`src/design/tcw_pkg.sv`:
```
// ----------------------------------------------------------------------------
// tcw_pkg: shared types and constants of the text console writer
// Field widths, mode codes, register indexes and the controller/datapath
// command and status bundles.
// ----------------------------------------------------------------------------
package tcw_pkg;

    // screen geometry defaults
    localparam int COLUMNS_DEF = 80;
    localparam int ROWS_DEF    = 25;

    // item field widths
    localparam int MODE_W   = 2;
    localparam int CHAR_W   = 8;
    localparam int COLOR_W  = 8;
    localparam int IDX_W    = 11;
    localparam int CURSOR_W = 16;
    localparam int CELL_W   = 16;
    localparam int POS_W    = 11;

    // configuration port
    localparam int APB_ADDR_W = 3;
    localparam int APB_DATA_W = 32;

    // register indexes, taken from paddr[2]
    localparam logic REG_DEFAULT_COLOR = 1'b0;
    localparam logic REG_CURSOR_EN     = 1'b1;

    // reset values
    localparam logic [COLOR_W-1:0] DEFAULT_COLOR_RST = 8'h07;
    localparam logic               CURSOR_EN_RST     = 1'b1;

    // special characters and codes
    localparam logic [CHAR_W-1:0]   CH_BACKSPACE  = 8'h08;
    localparam logic [CHAR_W-1:0]   CH_NEWLINE    = 8'h0A;
    localparam logic [CHAR_W-1:0]   CH_SPACE      = 8'h20;
    localparam logic [CURSOR_W-1:0] HIDDEN_CURSOR = 16'hFFFF;

    typedef enum logic [MODE_W-1:0] {
        MODE_PUT   = 2'd0,
        MODE_COLOR = 2'd1,
        MODE_CLEAR = 2'd2,
        MODE_READ  = 2'd3
    } t_mode;

    // commands from controller to datapath
    typedef struct packed {
        logic capture;     // latch the accepted item
        logic clr_start;   // begin a clear walk
        logic clr_step;    // blank one cell in the clear color
        logic scr_start;   // begin a scroll, prime the first read
        logic scr_step;    // copy one cell up by a row
        logic blank_step;  // blank one cell of the bottom row
        logic bs;          // backspace
        logic nl;          // newline without scroll
        logic put;         // write character at position
        logic load_color;  // load active color
        logic rd_issue;    // read a cell
        logic rd_load;     // capture read data
        logic respond;     // load the output register
    } t_cmd;

    // status from datapath to controller
    typedef struct packed {
        t_mode mode;
        logic  is_bs;
        logic  is_nl;
        logic  pos_zero;
        logic  pos_end;
        logic  pos_last_row;
        logic  idx_ok;
        logic  scr_last;
        logic  walk_end;
        logic  out_free;
    } t_stat;

endpackage

```
`src/design/tcw_ctrl.sv`:
```
// ----------------------------------------------------------------------------
// tcw_ctrl: console controller
// One-hot state machine that sequences put, color, clear, read, the scroll
// and clear walks, and the result hand-off.
// ----------------------------------------------------------------------------
module tcw_ctrl (
    input  logic          i_clk,
    input  logic          i_rst_n,
    input  logic          i_in_valid,
    output logic          o_in_ready,
    input  tcw_pkg::t_stat i_stat,
    output tcw_pkg::t_cmd  o_cmd
);
    import tcw_pkg::*;

    typedef enum logic [8:0] {
        S_RSTCLR = 9'b000000001,
        S_IDLE   = 9'b000000010,
        S_EXEC   = 9'b000000100,
        S_READ   = 9'b000001000,
        S_SCROLL = 9'b000010000,
        S_BLANK  = 9'b000100000,
        S_WRITE  = 9'b001000000,
        S_CLEAR  = 9'b010000000,
        S_RESP   = 9'b100000000
    } t_state;

    t_state r_state;
    t_state n_state;

    // state register, reset starts the power-on clear walk
    always_ff @(posedge i_clk) begin
        if (!i_rst_n) begin
            r_state <= S_RSTCLR;
        end else begin
            r_state <= n_state;
        end
    end

    // next state and commands
    always_comb begin
        n_state    = r_state;
        o_cmd      = '0;
        o_in_ready = 1'b0;
        case (r_state)
            S_RSTCLR: begin
                o_cmd.clr_step = 1'b1;
                if (i_stat.walk_end) begin
                    n_state = S_IDLE;
                end
            end
            S_IDLE: begin
                o_in_ready = 1'b1;
                if (i_in_valid) begin
                    o_cmd.capture = 1'b1;
                    n_state       = S_EXEC;
                end
            end
            S_EXEC: begin
                n_state = S_RESP;
                case (i_stat.mode)
                    MODE_PUT: begin
                        if (i_stat.is_bs) begin
                            o_cmd.bs = !i_stat.pos_zero;
                        end else if (i_stat.is_nl) begin
                            if (i_stat.pos_last_row) begin
                                o_cmd.scr_start = 1'b1;
                                n_state         = S_SCROLL;
                            end else begin
                                o_cmd.nl = 1'b1;
                            end
                        end else if (i_stat.pos_end) begin
                            o_cmd.scr_start = 1'b1;
                            n_state         = S_SCROLL;
                        end else begin
                            o_cmd.put = 1'b1;
                        end
                    end
                    MODE_COLOR: begin
                        o_cmd.load_color = 1'b1;
                    end
                    MODE_CLEAR: begin
                        o_cmd.clr_start = 1'b1;
                        n_state         = S_CLEAR;
                    end
                    MODE_READ: begin
                        if (i_stat.idx_ok) begin
                            o_cmd.rd_issue = 1'b1;
                            n_state        = S_READ;
                        end
                    end
                    default: begin
                        n_state = S_RESP;
                    end
                endcase
            end
            S_READ: begin
                o_cmd.rd_load = 1'b1;
                n_state       = S_RESP;
            end
            S_SCROLL: begin
                o_cmd.scr_step = 1'b1;
                if (i_stat.scr_last) begin
                    n_state = S_BLANK;
                end
            end
            S_BLANK: begin
                o_cmd.blank_step = 1'b1;
                if (i_stat.walk_end) begin
                    n_state = i_stat.is_nl ? S_RESP : S_WRITE;
                end
            end
            S_WRITE: begin
                o_cmd.put = 1'b1;
                n_state   = S_RESP;
            end
            S_CLEAR: begin
                o_cmd.clr_step = 1'b1;
                if (i_stat.walk_end) begin
                    n_state = S_RESP;
                end
            end
            S_RESP: begin
                if (i_stat.out_free) begin
                    o_cmd.respond = 1'b1;
                    n_state       = S_IDLE;
                end
            end
            default: begin
                n_state = S_IDLE;
            end
        endcase
    end

endmodule

```
`config.mk`:
```
export PLATFORM = sky130hd
export DESIGN_NAME = tcw_ctrl
export DESIGN_NICKNAME = d
export VERILOG_FILES = /design/src/design/tcw_pkg.sv /design/src/design/tcw_ctrl.sv
export SDC_FILE = /design/constraint.sdc
export NUM_CORES = 1
export LEC_CHECK = 0
export ABC_AREA = 1
export BUFFER_PORTS_ARGS = -buffer_cell sky130_fd_sc_hd__buf_4
export CORE_MARGIN = 4
export CORE_UTILIZATION = 48
export DETAILED_ROUTE_END_ITERATION = 8
export GPL_TIMING_DRIVEN = 0
export PLACE_DENSITY = 0.83
export SLEW_MARGIN = 20
export SYNTH_ARGS = -nofsm -noshare
export SYNTH_HDL_FRONTEND = slang
export SYNTH_SLANG_ARGS = --single-unit
```
`constraint.sdc`:
```
create_clock -name i_clk -period 1.8 [get_ports i_clk]
set_input_delay 0.09 -clock i_clk [delete_from_list [all_inputs] [get_ports i_clk]]
set_output_delay 0.09 -clock i_clk [all_outputs]
set_load 0.02 [all_outputs]
```
==> summary.json, run 1 <==
{
  "xor_xnor_share_of_the_synthesized_area_pct": 0,
  "arrival_ns": 1.64,
  "vdd_drop_max_mv": 0.542,
  "synth_top_cell_area_share_pct": 22.9,
  "slew-limit-headroom_pct": 79.8,
  "fin_nets": 169,
  "drt-initial-drc-count": 13,
  "ys_warn_count": 0,
  "cts_tree": "yes",
  "gp_congestion": 0.816,
  "fp.coreArea_um2": 1520,
  "syn-mean-instance-area_um2": 6.60,
  "area_growth_syn_to_layout_pct": 36.3,
  "critPathRequiredTime_ns": 1.71,
  "synth_adder_area_share_pct": 0,
  "post_route_cells_drive_above_1_share_pct": 44.8,
  "clock_latency_ns": 0.24,
  "drt_pass_1_iters": 4,
  "antenna_violating_nets_post_route": 0,
  "grt_max_degree": 9,
  "maximum_operating_frequency_ghz": 0.578,
  "finalCriticalPeriod_ns": 1.73,
  "synthesis.area_um2": 786,
  "fp.dieW_um": 48.5,
  "hold_path.class": "input pin to flop",
  "yosys.area_share.simple_pct": 58.1,
  "number_of_cts_inserted_buffers": 3,
  "number_of_antenna_cells_inserted": 0,
  "drcViolationCount": 0,
  "most_flop_heavy_register": "r_state",
  "clkSlewWorstSetupHoldPaths_ns": 0.05,
  "fraction_of_registers_with_async_set_reset_pct": 0,
  "fin_worst_skew_ns": 0.000415,
  "ys_types": 24,
  "synthCells": 119,
  "maxSlewViolCount": 0,
  "totalNegativeSetupSlack_ns": 0,
  "synth_top_area_cell": "dfxtp_1",
  "end_kind": "primary output",
  "synth_top_cells_by_count": "21 x inv_1, 20 x nand2_1, 14 x nor2_1, 9 x dfxtp_1, 8 x nor2_2",
  "clk_path_buf_depth": 2,
  "detailedPlacementHpwl_um": 1520,
  "floorplan.initialDensity_pct": 51.6,
  "worst_slew_pin_slew_ns": 0.301,
  "post-synth-top-count-cell": "inv_1",
  "share_of_the_cycle_needed_by_the_critical_path_after_routing_pct": 96.1,
  "critPathMaxFanout": 4,
  "worst_setup_path_start_kind": "flop",
  "run_status": "complete, no violations",
  "largest_register_ff_count": 9,
  "h-tree-depth": 1,
  "power_per_cell_area_nw_per_um2": 1140,
  "port_buffers": 27,
  "report.final.setup_viol": 0,
  "layout.cells.non_filler": 170,
  "design_power_total_mw": 1.22,
  "ys_seq_area_share_pct": 22.9,
  "cts_hold_buffers": 0,
  "max_capacitance_violation_count": 0,
  "leakagePower_nw": 0.571,
  "wl_per_cell_um": 10.9,
  "boundaryPins": 28,
  "synth_top_family_by_area": "simple AND/OR/NAND/NOR gates",
  "postLayoutCoreUtil_pct": 70.3,
  "grt_first_pass_wirelength_um": 3170,
  "gr-usage-all-layers_pct": 16.2,
  "timing_worst_setup_path_type": "flop to primary output",
  "layout_top_registers": "r_state (9)",
  "layout.filler_cells": 137,
  "initial_antenna_violation_count": 0,
  "synth_nets": 133,
  "clock-sinks": 9,
  "ys_dominant_reg_cell": "dfxtp_1",
  "post_synth_main_area_contributors": "dfxtp_1 23%, inv_1 10%, nand2_1 9.6%, nor2_4 8.6%, nor2_1 6.7%",
  "die-area_um2": 2350,
  "route.final.wire_length_um": 1850,
  "first_global_vias": 756,
  "hold_viol": 0,
  "place.detailed.instances": 162,
  "vias_per_cell": 4.88,
  "placementRows": 14,
  "die_h_um": 48.5,
  "clk_root_buffer_cell": "clkbuf_4",
  "share_of_cell_area_taken_by_muxes_after_synthesis_pct": 0,
  "detailroute.via_count": 830,
  "ys_seq_elements": 9,
  "synth_edf_count": 0,
  "synth_compound_area_share_pct": 7.17,
  "global_route.overflow_total": 0
}
stage by stage:
stage / setup slack [ns] / hold slack, ns / cell area (um2)
after floorplan: 0.219 / 0.170 / 786
after global placement: 0.320 / 0.329 / 1010
after detailed placement: 0.266 / 0.339 / 1010
after CTS: 0.000365 / 0.0761 / 1050
after global routing: -0.0272 / 0.0999 / 1070
final: 0.0709 / 0.0829 / 1070
critical path, stage by stage (launching register included):
cell and delay [ns]:
dfxtp_1 0.35, nor2_4 0.16, inv_2 0.07, nor4_4 0.29
nand2_2 0.15, o31ai_2 0.19, buf_4 0.17
worst paths after layout:
check / from / to / slack (ns) / depth (start not counted)
worst min-delay path: i_rst_n / r_state[0] / 0.08 / 2
worst max-delay path: r_state[1] / o_cmd[4] / 0.07 / 6
worst max register to register: r_state[1] / r_state[4] / 0.20 / 11
worst min register to register: r_state[0] / r_state[0] / 0.53 / 2
power breakdown:
group          internal (mW)  switching (mW)  total [mW]
logic                  0.291           0.477       0.768
registers              0.247          0.0576       0.304
clock network         0.0847          0.0588       0.143
total                  0.622           0.593        1.22
cell type report:
cell class,instances,area (um2),share of cell area (%)
Clock buffer,4,26.3,2.45
Multi-Input combinational cell,86,518,48.4
Tap cell,16,20.0,1.87
Sequential cell,9,181,16.9
Timing Repair Buffer,31,233,21.7
Inverter,24,92.6,8.64
cell usage in the layout (no fill, tap or decap):
master	count
clkbuf_4	3
nor3_2	1
nand3_1	6
nor2_2	8
nor4_1	1
o21ai_1	6
inv_4	1
nor3_1	4
inv_2	2
nand3_2	5
o21ai_0	1
nor2_1	14
dfxtp_1	8
a21oi_2	1
o31ai_2	1
inv_1	21
dfxtp_2	1
nand2_4	2
a21oi_1	1
nand2_1	20
nor4_4	1
nor2_4	6
buf_4	31
or2_2	2
nand3b_1	1
clkbuf_1	1
and3_1	1
nand2_2	4
per-layer routing:
metal,up-vias,wire length [um],global-route usage [%],part of all wire (%)
met3,4,129,3.99,7.0
li1,440,-,-,-
met4,0,33,8.07,1.8
met5,-,0,0,0
met1,360,791,19.9,43
met2,26,891,26.1,48
repair_timing:
| item | 4_1_cts | 5_1_grt |
|---|---|---|
| setup buffers | 1 | 3 |
| gates cloned | 0 | 0 |
| gates resized for setup | 2 | 0 |
| endpoints found under the setup margin | 1 | 4 |
| pin swaps | 4 | 3 |
cell families after synthesis:
family,Yosys count
AND/OR/NAND/NOR,76
buffers and inverters,24
AO/OA/AOI/OAI,10
flip-flops,9
(Power assumes the default switching activity.)
==> run 2: changes to the inputs <==
- clock period: 1.8 -> 1.6 ns (I/O delays scaled with it)
==> run 2 against run 1 <==
Compared with the run above:
- the run now ends with setup timing left
- clock-buffer cell count did not move
- non-clock buffer count rose by 5
- combinational power rose by 32%
- global-route usage rose by 2.7 points
- highest routed layer unchanged
==> summary.json, run 2 (synthesized netlist as in run 1, its figures left out) <==
{
  "clk_path_buf_depth": {"value": 2, "change": "unchanged"},
  "number_of_antenna_cells_inserted": {"value": 0, "change": "unchanged"},
  "clock_latency": {"value": 0.25, "unit": "ns", "change": "was 0.24 ns"},
  "first_global_vias": {"value": 879, "change": "was 756"},
  "total_switching_power": {"value": 0.746, "unit": "mW", "change": "was 0.593 mW"},
  "placedInstanceArea": {"value": 1010, "unit": "um2", "change": "unchanged"},
  "drcViolationCount": {"value": 0, "change": "unchanged"},
  "critPathRequiredTime": {"value": 1.52, "unit": "ns", "change": "was 1.71 ns"},
  "combPwrFrac": {"value": 65.4, "unit": "%", "change": "was 63.2%"},
  "clock-sinks": {"value": 9, "change": "unchanged"},
  "layout.filler_cells": {"value": 105, "change": "was 137"},
  "design_power_total": {"value": 1.55, "unit": "mW", "change": "was 1.22 mW"},
  "global_route.overflow_total": {"value": 0, "change": "unchanged"},
  "gr-usage-all-layers": {"value": 18.9, "unit": "%", "change": "was 16.2%"},
  "worst_setup_path_start_kind": {"value": "flop", "change": "unchanged"},
  "critical-path-slowest-cell": {"value": "dfxtp_1", "change": "unchanged"},
  "initial_antenna_violation_count": {"value": 0, "change": "unchanged"},
  "placementRows": {"value": 14, "change": "unchanged"},
  "final_common_cell": {"value": "buf_4", "change": "unchanged"},
  "unrepaired_setup_endpoints_after_global_routing": "yes",
  "worst_slew_pin_slew": {"value": 0.349, "unit": "ns", "change": "was 0.301 ns"},
  "finalInstanceArea": {"value": 1190, "unit": "um2", "change": "was 1070 um2"},
  "critical_path.most_common_cell": "nand2_2",
  "post_route_cells_drive_above_1_share": {"value": 55.3, "unit": "%", "change": "was 44.8%"},
  "leakagePower": {"value": 0.616, "unit": "nW", "change": "was 0.571 nW"},
  "largest_register_ff_count": {"value": 9, "change": "unchanged"},
  "cts_tree": {"value": "yes", "change": "unchanged"},
  "route.final.wire_length": {"value": 2170, "unit": "um", "change": "was 1850 um"},
  "run_status": {"value": "complete, but fails checks", "change": "was complete, no violations"},
  "number_of_cts_inserted_buffers": {"value": 3, "change": "unchanged"},
  "detailroute.via_count": {"value": 900, "change": "was 830"},
  "floorplan.initialDensity": {"value": 51.6, "unit": "%", "change": "unchanged"},
  "multi_input_comb_area": {"value": 571, "unit": "um2", "change": "was 518 um2"},
  "slew-limit-headroom": {"value": 76.7, "unit": "%", "change": "was 79.8%"},
  "finalCriticalPeriod_ns": 1.67,
  "die_h": {"value": 48.5, "unit": "um", "change": "unchanged"},
  "fin_worst_skew": {"value": 0.000329, "unit": "ns", "change": "was 0.000415 ns"},
  "boundaryPins": {"value": 28, "change": "unchanged"},
  "vdd_drop_max": {"value": 0.817, "unit": "mV", "change": "was 0.542 mV"},
  "failed_checks": "setup timing",
  "clkSlewWorstSetupHoldPaths": {"value": 0.06, "unit": "ns", "change": "was 0.05 ns"},
  "hold_path.class": {"value": "input pin to flop", "change": "unchanged"},
  "hold_ws": {"value": 0.0751, "unit": "ns", "change": "was 0.0829 ns"},
  "timing_worst_setup_path_type": {"value": "flop to primary output", "change": "unchanged"},
  "internal_power": {"value": 0.803, "unit": "mW", "change": "was 0.622 mW"},
  "drt_pass_1_iters": {"value": 4, "change": "unchanged"},
  "power.share.sequential": {"value": 23.8, "unit": "%", "change": "was 25.0%"},
  "maxSlewViolCount": {"value": 0, "change": "unchanged"},
  "final_cell_mix": {"value": "31 x buf_4, 21 x inv_1, 16 x nand2_1, 14 x nor2_1, 10 x nor2_4", "change": "was 31 x buf_4, 21 x inv_1, 20 x nand2_1, 14 x nor2_1"},
  "hold_viol": {"value": 0, "change": "unchanged"},
  "area_growth_syn_to_layout": {"value": 52.1, "unit": "%", "change": "was 36.3%"},
  "layout_top_registers": {"value": "r_state (9)", "change": "unchanged"},
  "crit_path_max_incr_delay": {"value": 0.33, "unit": "ns", "change": "was 0.35 ns"},
  "die-area": {"value": 2350, "unit": "um2", "change": "unchanged"},
  "grt_first_pass_wirelength": {"value": 3680, "unit": "um", "change": "was 3170 um"},
  "fp.dieW": {"value": 48.5, "unit": "um", "change": "unchanged"},
  "h-tree-depth": {"value": 1, "change": "unchanged"},
  "detailedPlacementHpwl": {"value": 1520, "unit": "um", "change": "unchanged"},
  "port_buffers": {"value": 27, "change": "unchanged"},
  "wl_per_cell": {"value": 12.4, "unit": "um", "change": "was 10.9 um"},
  "gp_congestion": {"value": 0.816, "change": "unchanged"},
  "antenna_violating_nets_post_route": {"value": 0, "change": "unchanged"},
  "seqCellArea": {"value": 194, "unit": "um2", "change": "was 181 um2"},
  "power.switching_fraction": {"value": 48.2, "unit": "%", "change": "was 48.8%"},
  "vias_per_cell": {"value": 5.14, "change": "was 4.88"},
  "end_kind": {"value": "primary output", "change": "unchanged"},
  "grt_max_degree": {"value": 9, "change": "unchanged"},
  "drt-initial-drc-count": {"value": 17, "change": "was 13"},
  "most_flop_heavy_register": {"value": "r_state", "change": "unchanged"},
  "final_critical_path_setup_slack": {"value": -0.0711, "unit": "ns", "change": "was 0.0709 ns"},
  "crit_path_cell_trace": {"value": "inv_1, nand2_2, nor4_4, nand2_2, o31ai_2, buf_4", "change": "was nor2_4, inv_2, nor4_4, nand2_2, o31ai_2, buf_4"},
  "report.final.setup_viol": {"value": 6, "change": "was 0"},
  "p_clk_share": {"value": 10.8, "unit": "%", "change": "was 11.8%"},
  "critPathMaxFanout": {"value": 4, "change": "unchanged"},
  "arrival": {"value": 1.59, "unit": "ns", "change": "was 1.64 ns"},
  "max_capacitance_violation_count": {"value": 0, "change": "unchanged"},
  "clk_root_buffer_cell": {"value": "clkbuf_4", "change": "unchanged"},
  "cts_hold_buffers": {"value": 0, "change": "unchanged"},
  "power_per_cell_area": {"value": 1300, "unit": "nW/um2", "change": "was 1140 nW/um2"},
  "fp.coreArea": {"value": 1520, "unit": "um2", "change": "unchanged"},
  "fin_nets": {"value": 174, "change": "was 169"},
  "share_of_the_cycle_needed_by_the_critical_path_after_routing_pct": 104,
  "maximum_operating_frequency_ghz": 0.598
}
-- run 2: area by class of cell --
cell class                      instances  area share, %
Clock buffer                            4           2.20
Inverter                               24           7.96
Multi-Input combinational cell         86           47.7
Sequential cell                         9           16.2
Tap cell                               16           1.68
Timing Repair Buffer                   36           24.2
-- run 2: per-layer routing --
metal,GRT usage [%],wire length [um],vias to the layer above
met5,0,0,-
met4,10.8,78,0
met3,3.99,141,10
met2,33.0,1120,39
met1,20.7,830,400
li1,-,-,451
-- run 2: worst max-delay path: cells and delay by family, from the launching register on --
kind                   cells  cell delay [ns]
buffers and inverters      2             0.27
and+or+nand+nor            3             0.53
AOI/OAI and AO/OA          1             0.20
DFF                        1             0.33
-- run 2: worst paths after layout --
check | from | to | slack, ns | depth (start not counted)
max | r_state[3] | o_cmd[4] | -0.07 | 6
min | i_rst_n | r_state[0] | 0.08 | 2
max reg2reg | r_state[2] | r_state[7] | 0.05 | 10
min reg2reg | r_state[0] | r_state[0] | 0.54 | 2
-- run 2: per-stage QoR --
| stage | setup TNS [ns] | setup WS [ns] | instances | utilization (%) |
|---|---|---|---|---|
| final | -0.168 | -0.0711 | 175 | 78.4 |
| after global routing | -0.868 | -0.138 | 175 | 78.4 |
| after detailed placement | 0 | 0.0761 | 162 | 66.2 |
| after CTS | -0.192 | -0.0950 | 172 | 74.0 |
| after global placement | 0 | 0.130 | 162 | 66.2 |
| after floorplan | 0 | 0.0292 | 119 | - |
-- run 2: power groups by stage --
stage	Combinational, mW	Sequential [mW]	Clock (mW)
finish	1.01	0.368	0.168
global route	1.12	0.374	0.173
global placement	0.802	0.341	0
floorplan	0.638	0.333	0
CTS	0.875	0.353	0.166
detailed placement	0.819	0.345	0
-- run 2: what timing repair did --
action                                  4_1_cts  5_1_grt
buffers inserted                              6        3
endpoints found under the setup margin        7       11
gates resized for setup                      14       15
pin swaps                                     9       12
==> run 3: changes to the inputs <==
- TNS_END_PERCENT: unset -> 30
==> run 3 against run 2 <==
Compared with the run above:
- the run still ends with setup timing left
- critical path type unchanged
- fmax rose by 0.86%
- cell area fell by 6.8%
- largest power group unchanged
- global-route usage fell by 2.2 points
==> summary.json, run 3 (synthesized netlist as in run 1, its figures left out) <==
{
  "hold_path.class": {"value": "input pin to flop", "change": "unchanged"},
  "number_of_cts_inserted_buffers": {"value": 3, "change": "unchanged"},
  "timing_worst_setup_path_type": {"value": "flop to primary output", "change": "unchanged"},
  "critical-path-slowest-cell": {"value": "dfxtp_4", "change": "was dfxtp_1"},
  "maximum_operating_frequency": {"value": 0.604, "unit": "GHz", "change": "was 0.598 GHz"},
  "failed_checks": {"value": "setup timing", "change": "unchanged"},
  "r2r-end": {"value": "r_state[4]", "change": "was r_state[7]"},
  "port_buffers": {"value": 27, "change": "unchanged"},
  "share_of_the_cycle_needed_by_the_critical_path_after_routing": {"value": 104, "unit": "%", "change": "about the same"},
  "drt-initial-drc-count": {"value": 8, "change": "was 17"},
  "die-area": {"value": 2350, "unit": "um2", "change": "unchanged"},
  "die_h": {"value": 48.5, "unit": "um", "change": "unchanged"},
  "clock-sinks": {"value": 9, "change": "unchanged"},
  "vias_per_cell": {"value": 4.90, "change": "was 5.14"},
  "number_of_antenna_cells_inserted": {"value": 0, "change": "unchanged"},
  "first_global_vias": {"value": 768, "change": "was 879"},
  "slew-limit-headroom": {"value": 80.1, "unit": "%", "change": "was 76.7%"},
  "wl_per_cell": {"value": 11.4, "unit": "um", "change": "was 12.4 um"},
  "critPathRequiredTime": {"value": 1.52, "unit": "ns", "change": "about the same"},
  "run_status": {"value": "complete, but fails checks", "change": "unchanged"},
  "setup.reg_to_reg.worst_slack": {"value": 0.07, "unit": "ns", "change": "was 0.05 ns"},
  "drcViolationCount": {"value": 0, "change": "unchanged"},
  "internal_power": {"value": 0.761, "unit": "mW", "change": "was 0.803 mW"},
  "hold_path_depth": {"value": 2, "change": "unchanged"},
  "grt_first_pass_wirelength": {"value": 3250, "unit": "um", "change": "was 3680 um"},
  "worstReg2RegStart": {"value": "r_state[1]", "change": "was r_state[2]"},
  "r2r.worst_path.cells": {"value": 11, "change": "was 10"},
  "max_capacitance_violation_count": {"value": 0, "change": "unchanged"},
  "final_cell_mix": {"value": "32 x buf_4, 21 x inv_1, 18 x nand2_1, 14 x nor2_1, 8 x nor2_4", "change": "was 31 x buf_4, 21 x inv_1, 16 x nand2_1, 14 x nor2_1, 10 x nor2_4"},
  "clk_path_buf_depth": {"value": 2, "change": "unchanged"},
  "arrival": {"value": 1.58, "unit": "ns", "change": "was 1.59 ns"},
  "power.share.sequential": {"value": 24.8, "unit": "%", "change": "was 23.8%"},
  "leakagePower": {"value": 0.587, "unit": "nW", "change": "was 0.616 nW"},
  "end_kind": {"value": "primary output", "change": "unchanged"},
  "totalNegativeSetupSlack": {"value": -0.167, "unit": "ns", "change": "was -0.168 ns"},
  "final_critical_path_setup_slack": {"value": -0.0569, "unit": "ns", "change": "was -0.0711 ns"},
  "most_flop_heavy_register": {"value": "r_state", "change": "unchanged"},
  "fin_nets": {"value": 171, "change": "was 174"},
  "hold_ws": {"value": 0.0705, "unit": "ns", "change": "was 0.0751 ns"},
  "placement.setup.worst_slack": {"value": 0.0761, "unit": "ns", "change": "unchanged"},
  "worst_slew_pin_slew": {"value": 0.296, "unit": "ns", "change": "was 0.349 ns"},
  "clkSlewWorstSetupHoldPaths": {"value": 0.06, "unit": "ns", "change": "about the same"},
  "combPwrFrac": {"value": 64.1, "unit": "%", "change": "was 65.4%"},
  "drt_pass_1_iters": {"value": 4, "change": "unchanged"},
  "initial_antenna_violation_count": {"value": 0, "change": "unchanged"},
  "layout.filler_cells": {"value": 129, "change": "was 105"},
  "fp.coreArea": {"value": 1520, "unit": "um2", "change": "unchanged"},
  "global_route.overflow_total": {"value": 0, "change": "unchanged"},
  "floorplan.initialDensity": {"value": 51.6, "unit": "%", "change": "unchanged"},
  "layout.cells.non_filler": {"value": 172, "change": "was 175"},
  "route.final.wire_length": {"value": 1970, "unit": "um", "change": "was 2170 um"},
  "report.final.setup_viol": {"value": 5, "change": "was 6"},
  "hold_path.startpoint": {"value": "i_rst_n", "change": "unchanged"},
  "layout_top_registers": {"value": "r_state (9)", "change": "unchanged"},
  "power.switching_fraction": {"value": 47.8, "unit": "%", "change": "was 48.2%"},
  "unrepaired_setup_endpoints_after_global_routing": {"value": "yes", "change": "unchanged"},
  "detailedPlacementHpwl": {"value": 1520, "unit": "um", "change": "unchanged"},
  "hold_viol": {"value": 0, "change": "unchanged"},
  "clk_root_buffer_cell": {"value": "clkbuf_4", "change": "unchanged"},
  "p_clk_share": {"value": 11.1, "unit": "%", "change": "was 10.8%"},
  "maxSlewViolCount": {"value": 0, "change": "unchanged"},
  "crit_path_cell_trace": {"value": "nor2_4, inv_2, nor4_4, nand2_2, o31ai_2, buf_4", "change": "was inv_1, nand2_2, nor4_4, nand2_2, o31ai_2, buf_4"},
  "h-tree-depth": {"value": 1, "change": "unchanged"},
  "gr-usage-all-layers": {"value": 16.7, "unit": "%", "change": "was 18.9%"},
  "gp_congestion": {"value": 0.816, "change": "unchanged"},
  "placementRows": {"value": 14, "change": "unchanged"},
  "cts_hold_buffers": {"value": 0, "change": "unchanged"},
  "clock_latency": {"value": 0.24, "unit": "ns", "change": "was 0.25 ns"},
  "finalCriticalPeriod": {"value": 1.66, "unit": "ns", "change": "was 1.67 ns"},
  "min_to": {"value": "r_state[0]", "change": "unchanged"},
  "total_switching_power": {"value": 0.698, "unit": "mW", "change": "was 0.746 mW"},
  "post_route_cells_drive_above_1_share": {"value": 50.0, "unit": "%", "change": "was 55.3%"},
  "largest_register_ff_count": {"value": 9, "change": "unchanged"},
  "critPathMaxFanout": {"value": 4, "change": "unchanged"},
  "fin_worst_skew": {"value": 0.000556, "unit": "ns", "change": "was 0.000329 ns"},
  "crit_path_max_incr_delay": {"value": 0.36, "unit": "ns", "change": "was 0.33 ns"},
  "cts_tree": {"value": "yes", "change": "unchanged"},
  "worst-path-buf-inv": {"value": 2, "change": "unchanged"},
  "place.detailed.instances": {"value": 162, "change": "unchanged"},
  "vdd_drop_max": {"value": 0.672, "unit": "mV", "change": "was 0.817 mV"},
  "power_per_cell_area": {"value": 1310, "unit": "nW/um2", "change": "was 1300 nW/um2"},
  "antenna_violating_nets_post_route": {"value": 0, "change": "unchanged"},
  "fp.dieW": {"value": 48.5, "unit": "um", "change": "unchanged"},
  "area_growth_syn_to_layout": {"value": 41.7, "unit": "%", "change": "was 52.1%"},
  "detailroute.via_count": {"value": 843, "change": "was 900"},
  "cpLargestDelayFamily": {"value": "simple AND/OR/NAND/NOR gates", "change": "unchanged"},
  "final_common_cell": {"value": "buf_4", "change": "unchanged"},
  "grt_max_degree": {"value": 9, "change": "unchanged"},
  "worst_setup_path_start_kind": {"value": "flop", "change": "unchanged"},
  "boundaryPins": {"value": 28, "change": "unchanged"}
}
[run 3: per-layer routing]
| layer | routed length (um) | GRT usage, % | up-vias |
|---|---|---|---|
| met5 | 0 | 0 | - |
| met2 | 1020 | 27.8 | 24 |
| met4 | 17 | 7.62 | 0 |
| li1 | - | - | 445 |
| met3 | 126 | 3.68 | 2 |
| met1 | 807 | 20.1 | 372 |
[run 3: how the worst max path moves through the flow]
stage                     slack [ns]  cells past startpoint        from  endpoint
after CTS                      -0.17                      6  r_state[6]  o_cmd[4]
after floorplan                 0.03                      5  r_state[0]  o_cmd[4]
after detailed placement        0.08                      6  r_state[1]  o_cmd[4]
after global routing           -0.15                      6  r_state[1]  o_cmd[4]
after global placement          0.13                      6  r_state[1]  o_cmd[4]
final                          -0.06                      6  r_state[1]  o_cmd[4]
[run 3: metrics by stage]
step	area [um2]	util (%)	power, mW
2_1_floorplan	786	-	0.972
3_3_place_gp	1010	66.2	1.14
3_5_place_dp	1010	66.2	1.16
4_1_cts	1070	70.0	1.39
5_1_grt	1110	73.1	1.58
6_report	1110	73.1	1.46
[run 3: power by group through the flow]
stage	sequential, mW	clock [mW]	combinational, mW
2_1_floorplan	0.333	0	0.638
3_3_place_gp	0.341	0	0.802
3_5_place_dp	0.345	0	0.819
4_1_cts	0.353	0.166	0.866
5_1_grt	0.368	0.173	1.04
6_report	0.361	0.162	0.935
[run 3: worst reg2reg max path, cell delays in order (launching register included)]
cell	delay, ns
dfxtp_4	0.36
nor2_4	0.11
buf_4	0.13
nand2_2	0.07
nor2_2	0.15
nand2_2	0.11
nand3_2	0.09
nand2_2	0.06
nand2_4	0.12
inv_4	0.06
o21ai_1	0.12
nor2_1	0.05
[run 3: what timing repair did]
item                       in CTS  in global routing
setup buffers                   2                  4
setup endpoints to repair       7                 11
cloned                          0                  0
pin swaps                       6                  4
resized for setup               7                  6
[run 3: area by class of cell]
cell class	count	area (um2)	area share, %
repair buffers	33	251	22.6
well taps	16	20.0	1.80
inverters	24	92.6	8.31
flip-flops and latches	9	190	17.1
multi-input cells	86	533	47.9
clock buffers	4	26.3	2.36
